## src/sqb_pkg.sv

```systemverilog
// Shared types and codes for the stack/queue buffer.
// Used by the controller, the datapath, the top level and the checker.
`timescale 1ns / 1ps

package sqb_pkg;

    localparam logic [2:0] MODE_APPEND = 3'd0;
    localparam logic [2:0] MODE_DEQUEUE = 3'd1;
    localparam logic [2:0] MODE_PUSH = 3'd2;
    localparam logic [2:0] MODE_POP = 3'd3;
    localparam logic [2:0] MODE_DUMP = 3'd4;

    localparam logic [1:0] STAT_OK = 2'd0;
    localparam logic [1:0] STAT_EMPTY = 2'd1;
    localparam logic [1:0] STAT_FULL = 2'd2;
    localparam logic [1:0] STAT_INVALID = 2'd3;

    localparam int WORD_W = 32;

    typedef enum logic {
        ST_IDLE,
        ST_FETCH
    } t_state;

    typedef struct packed {
        logic       wr_tail;
        logic       wr_head;
        logic       rd_head;
        logic       dump_start;
        logic       dump_next;
        logic       load_direct;
        logic       load_ram;
        logic [1:0] direct_status;
    } t_cmd;

    typedef struct packed {
        logic empty;
        logic full;
        logic out_free;
        logic left_zero;
    } t_dp_stat;

endpackage

```

## src/stack_queue_buffer.sv

```systemverilog
// Double-ended queue of signed 32-bit words; top level over sqb_ctrl and sqb_dp.
// Insert, full, empty and invalid results load the output register directly;
// removed and dumped entries pass the RAM read register, then the output register.
// Inserts take 1 item per cycle unless stalled; a remove or dump stalls till done.
// Reset clears head, count and output valid; the entry RAM is not cleared.
`timescale 1ns / 1ps

module stack_queue_buffer
    import sqb_pkg::*;
#(
    parameter int DEPTH = 64
) (
    input  logic               i_clk,
    input  logic               i_rst_n,
    input  logic               i_valid,
    output logic               o_stall,
    input  logic [2:0]         i_mode,
    input  logic signed [31:0] i_value,
    output logic               o_valid,
    input  logic               i_stall,
    output logic signed [31:0] o_value_res,
    output logic [1:0]         o_status,
    output logic               o_last
);

    t_cmd     cmd;
    t_dp_stat stat;

    sqb_ctrl u_ctrl (
        .i_clk  (i_clk),
        .i_rst_n(i_rst_n),
        .i_valid(i_valid),
        .i_mode (i_mode),
        .i_stat (stat),
        .o_stall(o_stall),
        .o_cmd  (cmd)
    );

    sqb_dp #(
        .DEPTH(DEPTH)
    ) u_dp (
        .i_clk      (i_clk),
        .i_rst_n    (i_rst_n),
        .i_cmd      (cmd),
        .i_value    (i_value),
        .i_stall    (i_stall),
        .o_stat     (stat),
        .o_valid    (o_valid),
        .o_value_res(o_value_res),
        .o_status   (o_status),
        .o_last     (o_last)
    );

endmodule

```

## src/sqb_ram.sv

```systemverilog
// Generic single-write, single-read RAM with registered read data.
// No dependencies.
`timescale 1ns / 1ps

module sqb_ram #(
    parameter int WIDTH = 32,
    parameter int DEPTH = 64
) (
    input  logic                     i_clk,
    input  logic                     i_wr_en,
    input  logic [$clog2(DEPTH)-1:0] i_wr_addr,
    input  logic [WIDTH-1:0]         i_wr_data,
    input  logic                     i_rd_en,
    input  logic [$clog2(DEPTH)-1:0] i_rd_addr,
    output logic [WIDTH-1:0]         o_rd_data
);

    logic [WIDTH-1:0] r_mem [DEPTH];
    logic [WIDTH-1:0] r_rd_data;

    always_ff @(posedge i_clk) begin
        if (i_wr_en) begin
            r_mem[i_wr_addr] <= i_wr_data;
        end
        if (i_rd_en) begin
            r_rd_data <= r_mem[i_rd_addr];
        end
    end

    assign o_rd_data = r_rd_data;

endmodule

```

## src/sqb_ctrl.sv

```systemverilog
// Controller state machine: decodes the mode of each beat and sequences
// removes and dumps. Depends on sqb_pkg.
`timescale 1ns / 1ps

module sqb_ctrl
    import sqb_pkg::*;
(
    input  logic     i_clk,
    input  logic     i_rst_n,
    input  logic     i_valid,
    input  logic [2:0] i_mode,
    input  t_dp_stat i_stat,
    output logic     o_stall,
    output t_cmd     o_cmd
);

    t_state r_state;
    t_state n_state;
    logic   accept;
    logic   is_remove;

    assign accept = (r_state == ST_IDLE) && i_valid && i_stat.out_free;
    assign is_remove = (i_mode == MODE_DEQUEUE) || (i_mode == MODE_POP);
    assign o_stall = !((r_state == ST_IDLE) && i_stat.out_free);

    always_ff @(posedge i_clk) begin
        if (!i_rst_n) begin
            r_state <= ST_IDLE;
        end else begin
            r_state <= n_state;
        end
    end

    always_comb begin
        n_state = r_state;
        case (r_state)
            ST_IDLE: begin
                if (accept && !i_stat.empty && (is_remove || (i_mode == MODE_DUMP))) begin
                    n_state = ST_FETCH;
                end
            end
            ST_FETCH: begin
                if (i_stat.out_free && i_stat.left_zero) begin
                    n_state = ST_IDLE;
                end
            end
            default: n_state = ST_IDLE;
        endcase
    end

    always_comb begin
        o_cmd = '0;
        o_cmd.direct_status = STAT_OK;
        case (r_state)
            ST_IDLE: begin
                if (accept) begin
                    case (i_mode)
                        MODE_APPEND, MODE_PUSH: begin
                            o_cmd.load_direct = 1'b1;
                            if (i_stat.full) begin
                                o_cmd.direct_status = STAT_FULL;
                            end else if (i_mode == MODE_APPEND) begin
                                o_cmd.wr_tail = 1'b1;
                            end else begin
                                o_cmd.wr_head = 1'b1;
                            end
                        end
                        MODE_DEQUEUE, MODE_POP: begin
                            if (i_stat.empty) begin
                                o_cmd.load_direct = 1'b1;
                                o_cmd.direct_status = STAT_EMPTY;
                            end else begin
                                o_cmd.rd_head = 1'b1;
                            end
                        end
                        MODE_DUMP: begin
                            if (i_stat.empty) begin
                                o_cmd.load_direct = 1'b1;
                                o_cmd.direct_status = STAT_EMPTY;
                            end else begin
                                o_cmd.dump_start = 1'b1;
                            end
                        end
                        default: begin
                            o_cmd.load_direct = 1'b1;
                            o_cmd.direct_status = STAT_INVALID;
                        end
                    endcase
                end
            end
            ST_FETCH: begin
                if (i_stat.out_free) begin
                    o_cmd.load_ram = 1'b1;
                    o_cmd.dump_next = !i_stat.left_zero;
                end
            end
            default: o_cmd = '0;
        endcase
    end

endmodule

```

## src/sqb_dp.sv

```systemverilog
// Datapath: head pointer, entry count, dump walker, entry RAM and the
// output register. Depends on sqb_pkg and sqb_ram.
`timescale 1ns / 1ps

module sqb_dp
    import sqb_pkg::*;
#(
    parameter int DEPTH = 64
) (
    input  logic                     i_clk,
    input  logic                     i_rst_n,
    input  t_cmd                     i_cmd,
    input  logic signed [WORD_W-1:0] i_value,
    input  logic                     i_stall,
    output t_dp_stat                 o_stat,
    output logic                     o_valid,
    output logic signed [WORD_W-1:0] o_value_res,
    output logic [1:0]               o_status,
    output logic                     o_last
);

    localparam int PW = $clog2(DEPTH);
    localparam int CW = $clog2(DEPTH + 1);
    localparam logic [PW-1:0] LAST_IDX = PW'(DEPTH - 1);
    localparam logic [PW:0]   DEPTH_W = (PW + 1)'(DEPTH);
    localparam logic [CW-1:0] DEPTH_C = CW'(DEPTH);
    localparam logic [CW-1:0] ONE_C = CW'(1);

    logic [PW-1:0] r_head;
    logic [CW-1:0] r_count;
    logic [PW-1:0] r_walk;
    logic [CW-1:0] r_left;

    logic                     r_out_valid;
    logic signed [WORD_W-1:0] r_value;
    logic [1:0]               r_status;
    logic                     r_last;

    logic [PW-1:0]     head_inc;
    logic [PW-1:0]     head_dec;
    logic [PW-1:0]     walk_inc;
    logic [PW:0]       tail_sum;
    logic [PW-1:0]     tail_idx;
    logic              wr_en;
    logic [PW-1:0]     wr_addr;
    logic              rd_en;
    logic [PW-1:0]     rd_addr;
    logic [WORD_W-1:0] rd_data;

    assign head_inc = (r_head == LAST_IDX) ? '0 : r_head + PW'(1);
    assign head_dec = (r_head == '0) ? LAST_IDX : r_head - PW'(1);
    assign walk_inc = (r_walk == LAST_IDX) ? '0 : r_walk + PW'(1);
    assign tail_sum = {1'b0, r_head} + (PW + 1)'(r_count);
    assign tail_idx = (tail_sum >= DEPTH_W) ? PW'(tail_sum - DEPTH_W) : tail_sum[PW-1:0];

    assign wr_en = i_cmd.wr_tail || i_cmd.wr_head;
    assign wr_addr = i_cmd.wr_head ? head_dec : tail_idx;
    assign rd_en = i_cmd.rd_head || i_cmd.dump_start || i_cmd.dump_next;
    assign rd_addr = i_cmd.dump_next ? r_walk : r_head;

    sqb_ram #(
        .WIDTH(WORD_W),
        .DEPTH(DEPTH)
    ) u_ram (
        .i_clk    (i_clk),
        .i_wr_en  (wr_en),
        .i_wr_addr(wr_addr),
        .i_wr_data(i_value),
        .i_rd_en  (rd_en),
        .i_rd_addr(rd_addr),
        .o_rd_data(rd_data)
    );

    always_ff @(posedge i_clk) begin
        if (!i_rst_n) begin
            r_head <= '0;
            r_count <= '0;
            r_walk <= '0;
            r_left <= '0;
        end else begin
            if (i_cmd.wr_tail) begin
                r_count <= r_count + ONE_C;
            end
            if (i_cmd.wr_head) begin
                r_head <= head_dec;
                r_count <= r_count + ONE_C;
            end
            if (i_cmd.rd_head) begin
                r_head <= head_inc;
                r_count <= r_count - ONE_C;
                r_left <= '0;
            end
            if (i_cmd.dump_start) begin
                r_walk <= head_inc;
                r_left <= r_count - ONE_C;
            end
            if (i_cmd.dump_next) begin
                r_walk <= walk_inc;
                r_left <= r_left - ONE_C;
            end
        end
    end

    always_ff @(posedge i_clk) begin
        if (!i_rst_n) begin
            r_out_valid <= 1'b0;
        end else if (i_cmd.load_direct || i_cmd.load_ram) begin
            r_out_valid <= 1'b1;
        end else if (!i_stall) begin
            r_out_valid <= 1'b0;
        end
    end

    always_ff @(posedge i_clk) begin
        if (i_cmd.load_direct) begin
            r_value <= '0;
            r_status <= i_cmd.direct_status;
            r_last <= 1'b1;
        end else if (i_cmd.load_ram) begin
            r_value <= rd_data;
            r_status <= STAT_OK;
            r_last <= (r_left == '0);
        end
    end

    assign o_stat.empty = (r_count == '0);
    assign o_stat.full = (r_count == DEPTH_C);
    assign o_stat.out_free = !r_out_valid || !i_stall;
    assign o_stat.left_zero = (r_left == '0);

    assign o_valid = r_out_valid;
    assign o_value_res = r_value;
    assign o_status = r_status;
    assign o_last = r_last;

endmodule

```

## config.mk

```make
export PLATFORM = sky130hd
export DESIGN_NAME = stack_queue_buffer
export DESIGN_NICKNAME = d
export VERILOG_FILES = /design/src/sqb_pkg.sv /design/src/stack_queue_buffer.sv /design/src/sqb_ram.sv /design/src/sqb_ctrl.sv /design/src/sqb_dp.sv
export SDC_FILE = /design/constraint.sdc
export NUM_CORES = 2
export LEC_CHECK = 0
export BUFFER_PORTS_ARGS = -buffer_cell sky130_fd_sc_hd__buf_2
export CAP_MARGIN = 20
export CORE_ASPECT_RATIO = 0.5
export CORE_MARGIN = 2
export CORE_UTILIZATION = 57
export CTS_BUF_LIST = sky130_fd_sc_hd__clkbuf_4 sky130_fd_sc_hd__clkbuf_8 sky130_fd_sc_hd__clkbuf_16
export CTS_CLUSTER_DIAMETER = 200
export DETAILED_ROUTE_END_ITERATION = 8
export MAX_ROUTING_LAYER = met4
export PLACE_DENSITY = 0.76
export SLEW_MARGIN = 40
export SYNTH_ARGS = -nofsm -noshare
export SYNTH_HDL_FRONTEND = slang
export SYNTH_HIERARCHICAL = 1
export SYNTH_SLANG_ARGS = --single-unit
```

## constraint.sdc

```tcl
create_clock -name i_clk -period 5.75 [get_ports i_clk]
set_clock_uncertainty 0.05 [all_clocks]
set_input_delay 0.2875 -clock i_clk [delete_from_list [all_inputs] [get_ports i_clk]]
set_output_delay 0.2875 -clock i_clk [all_outputs]
set_load 0.1 [all_outputs]
```

## Word level (Yosys, flattened, before mapping)

Memories as Yosys holds them, arrays and structs flattened. A register that Yosys moved wholly into a read port is not among the register bits.
Index checks and enable logic that the tools add are counted.
Widths: inputs -> output; s select.

- Multiplexer cells: 47
- Order comparisons: 1
- $add $sub $neg: 8
- Eq/ne operators: 8
- Reductions and logical operators: 30
- Bitwise operators: 1

Operators by type and width:

| operator | count |
|---|---|
| $mux 6 | 10 |
| $mux 7 | 6 |
| $mux 1 | 20 |
| $logic_not 7->1 | 2 |
| $mux 2 | 7 |
| $sub 7x1->7 const B | 2 |
| $add 6x1->6 const B | 2 |
| $eq 6x6->1 const B | 2 |
| $sub 6x1->6 const B | 2 |
| $mux 4 | 2 |
| $add 6x7->7 | 1 |
| $add 7x1->7 const B | 1 |
| $eq 7x7->1 const B | 1 |
| $ge 7x7->1 const B | 1 |
| $logic_or 1x1->1 | 7 |
| $eq 3x2->1 const B | 2 |
| $logic_and 1x1->1 | 6 |
| $logic_not 6->1 | 1 |
| $reduce_bool 2->1 | 3 |
| $reduce_bool 3->1 | 2 |
| $logic_not 1->1 | 5 |
| $pmux 2 s2 | 1 |
| $reduce_or 2->1 | 2 |
| $eq 3x1->1 const B | 1 |
| other kinds (6) | 6 |

- Flip-flop bits (word level): 63
- Logic and storage cells: 105
- Memories: 1
- Input bits: 39
- Output and inout bits: 37
- Memory bits (writable): 2048

Memory list:

| memory | depth | width | read ports | clocked after Yosys merged registers in | write ports | line | text |
|---|---|---|---|---|---|---|---|
| u_dp.u_ram.r_mem | 64 | 32 | 1 | 1 | 1 | sqb_ram.sv:18 | `logic [WIDTH-1:0] r_mem [DEPTH];` |

## Depth between registers and ports, before layout

- Depth after elaboration: 9
- Mapped depth: 20

## Hierarchy

Netlist, hierarchy kept.

Modules (own cells, without submodules):

| module | area each (um^2) | times used | seq. area each (um^2) | cells each |
|---|---|---|---|---|
| sqb_ram | 78835.6 | 1 | 62459.9 | 3324 |
| sqb_dp | 3462.1 | 1 | 1261.2 | 405 |
| sqb_ctrl | 178.9 | 1 | 20.0 | 25 |

## Worst setup path after synthesis

Ideal clock, no wire load.

- Path kind: register to register
- Start: register u_dp.r_out_valid, in the netlist u_dp/o_valid
- End: memory u_dp.u_ram.r_mem[49][0] (enable)
- Required time: 5.239 ns
- Arrival time: 5.193 ns
- Stages on the path, launching flop included: 11
- Setup slack: 0.046 ns
- Library setup time: 0.461 ns
- Path buffers: 2
- Path through: dfxtp_1 > nand2_1 > nand3b_4 > or3_4 > nor3b_2 > clkbuf_1 > buf_1 > nor2_1 > a31oi_1 > nand4_1 > nor3_1

RTL lines:

| element | line | text |
|---|---|---|
| from (decl) | sqb_dp.sv:34 | `logic r_out_valid;` |
| from (signal assigned) | sqb_dp.sv:106 | `r_out_valid <= 1'b0;` |
| from (signal assigned) | sqb_dp.sv:108 | `r_out_valid <= 1'b1;` |
| from (signal assigned) | sqb_dp.sv:110 | `r_out_valid <= 1'b0;` |
| to (decl) | sqb_ram.sv:18 |  |

==> results.yml <==
clock_network:
  path_clk_slew_ns: 0.07
  numCtsBuffers: 178
  cts_root_buffer: "clkbuf_16"
  cts_tree: "yes"
  cts_num_sinks: 2143
  clk_latency_ns: 0.83
  postCtsSetupBuffers: 0
  htree_levels: 4
  clk_path_buf_depth: 3
critical_path:
  worst-r2r-setup-slack_ns: 0.44
  criticalPathCategory: "reg2reg"
  crit_path_end_kind: "flip-flop"
  arrival_ns: 5.79
  worstPathMaxFanout: 50
  start_kind: "flip-flop"
  cp.required_ns: 6.23
worst_hold_path:
  min_path_type: "in2reg"
detailed_routing:
  initialDrtViolationCount: 6752
  antenna_left: 0
  dr.pass1.iters: 6
  wl_mm: 215
  drc_errors: 0
  vias_per_cell: 7.07
  routed-via-count: 42700
  wl_per_cell_um: 35.6
place:
  dpl.hpwl_mm: 113
  gp_congestion: 0.829
  port_buffers: 75
sta:
  final_max_slew_viol_count: 0
  slew_headroom: 0.403
  fin_crit_sh: 0.924
  tightest_slew_ns: 0.886
  max_freq_mhz: 188
  setup_violations: 0
  hold_violations: 0
  setup-tns-final_ns: 0
  rsz0062_at_grt: "no"
  period_needed_ns: 5.31
finish:
  nNetsFinal: 4036
  fillers: 8828
  areaGrowthSynthToFinish_pct: 12.2
  drive_gt1_frac: 0.278
die:
  io-pin-count: 76
  start_util: 0.576
  die_x_um: 542
  core.rowCount: 98
  core_area_mm2: 0.143
  dieArea_mm2: 0.148
  fp.dieH_um: 273
logic_synthesis:
  ys.warnings.count: 6
  yosysTopAreaCellShare: 0.758
  synth-main-ff-cell: "edfxtp_1"
  synth_top_area_cell: "edfxtp_1"
  syn_avg_cell_area_um2: 22.0
  netlist_area_mm2: 0.0825
  ys_seq_area_frac: 0.773
  yosys-top-cells-count: "edfxtp_1 (2082), mux4_2 (544), nor2_1 (192)"
  async_flop_share: 0
  syn-num-nets: 3807
  ys_types: 71
  synth-seq-cells: 2143
  synth_edf_count: 2082
  syn_inst: 3754
  ys_top_cells_by_area: "edfxtp_1 (76%), mux4_2 (15%), mux2i_1 (1.6%)"
  yosysMostFrequentCell: "edfxtp_1"
grt:
  grt_usage: 0.303
  grt_max_degree: 70
  antenna_found_initial: 7
  grt_remaining_overflow: 0
  grt_pass1_wl_mm: 305
  first_global_vias: 42100
run_status:
  status: "completed"
power:
  power_w: 0.0315
  ir_drop_v: 0.000234
  leakagePower_nw: 28.0
  p_per_area_mw_per_mm2: 340
run:
  drv_cap: 0
## power breakdown
group	leakage [nW]	internal (W)	total, W	switching (W)
sequential	19.2	0.0172	0.0173	0.0000596
combinational	5.88	0.000720	0.00193	0.00121
clock	2.93	0.00678	0.0123	0.00551
total	28.0	0.0247	0.0315	0.00679
## metal layers
layer / track usage / part of all wire / up-vias
met3: 0.0779 / 0.14 / 433
met1: 0.414 / 0.36 / 22400
met4: 0.0932 / 0.030 / 0
met5: - / 0 / -
met2: 0.454 / 0.47 / 3574
li1: - / - / 16300
## state kept, by name, indices dropped and copies added, names as in the netlist
signal	flops
u_dp/o_status	2
u_ctrl/r_state	1
u_dp/u_ram/o_rd_data	32
u_dp/o_valid	1
u_dp/o_last	1
u_dp/o_value_res	32
u_dp/r_count	7
u_dp/r_walk	6
u_dp/r_left	7
u_dp/r_head	6
u_dp/u_ram/r_mem	2048
## kinds of logic after synthesis
family | after synthesis | share of synthesized area
flops | 2143 | 0.773
xor+xnor | 16 | 0.00170
simple gates | 380 | 0.0221
mux | 679 | 0.165
compound gates | 290 | 0.0229
fa+ha+maj | 14 | 0.00221
buf+inv | 232 | 0.0132
## critical path, cell delays in order, from the launching register on
cell and delay [ns]:
dfxtp_1 0.33, inv_1 0.07, ha_1 0.21, nor4b_1 0.46, nor3b_1 0.45, nor2b_2 0.19
buf_4 0.26, o21ai_4 0.34, buf_12 0.38, buf_4 0.47, mux4_2 0.57, mux4_2 0.50
o22ai_1 0.54, nor2_1 0.12
## per-stage QoR
stage | area, um^2 | instances | hold slack (ns) | util | setup slack [ns]
after global routing | 92500 | 6038 | 0.0904 | 0.646 | 0.153
after floorplan | 82500 | 3754 | 0.336 | - | 0.0463
after CTS | 92500 | 6029 | 0.00210 | 0.646 | 0.472
final | 92500 | 6039 | 0.0569 | 0.646 | 0.439
after detailed placement | 86200 | 5661 | 0.430 | 0.602 | 0.487
after global placement | 86100 | 5660 | 0.420 | 0.601 | 0.599
## cell usage in the layout (no fill, tap or decap), types with 13 or more instances in the layout
master         synthesis  final
nor2b_1               23     21
a21oi_1               80     80
nor2_4                 0     62
buf_2                 63     43
clkbuf_16              0    183
nand3_1               13     13
buf_12                 0     24
o21ai_0               24     20
o221ai_1              27     27
clkinv_2               0     34
o22ai_1               85     85
a22oi_1               13     13
dlygate4sd3_1          0     39
mux2i_1              131    130
buf_4                 25    153
clkinv_1               1     49
bufinv_16              0     18
nor3_1                25     23
nor2_1               192    129
ha_1                  13     13
edfxtp_1            2082   2082
dfxtp_1               61     61
clkbuf_4               0     33
inv_1                 18     17
mux4_2               544    544
nand2_1               49     49
## what timing repair did
| action | 4_1_cts | 5_1_grt |
|---|---|---|
| hold endpoints to repair | 1740 | 0 |
| hold buffers | 39 | 0 |
| endpoints found under the setup margin | 0 | 0 |
| resized for setup | 0 | 0 |
## layout make-up
type | instances | area (um^2) | area share
flip-flops and latches | 2143 | 63700 | 0.689
clock buffers | 215 | 4800 | 0.0519
repair buffers | 262 | 2300 | 0.0248
clock inverters | 114 | 1050 | 0.0114
inverters | 19 | 72.6 | 0.000784
multi-input cells | 1379 | 18200 | 0.196
diodes | 7 | 17.5 | 0.000189
well taps | 1900 | 2380 | 0.0257
## worst paths after layout
kind	startpoint	endpoint	cells after the start
worst max-delay path	u_dp/r_left[0]$_SDFFE_PN0P_	u_dp/u_ram/o_rd_data[0]$_DFFE_PP_	13
worst min-delay path	i_mode[0]	u_dp/o_status[1]$_SDFFCE_PN0P_	4
worst max register to register	u_dp/r_left[0]$_SDFFE_PN0P_	u_dp/u_ram/o_rd_data[0]$_DFFE_PP_	13
worst min register to register	u_dp/o_value_res[18]$_SDFFE_PP0P_	u_dp/o_value_res[18]$_SDFFE_PP0P_	2
Power figures use the tool's default switching activity.
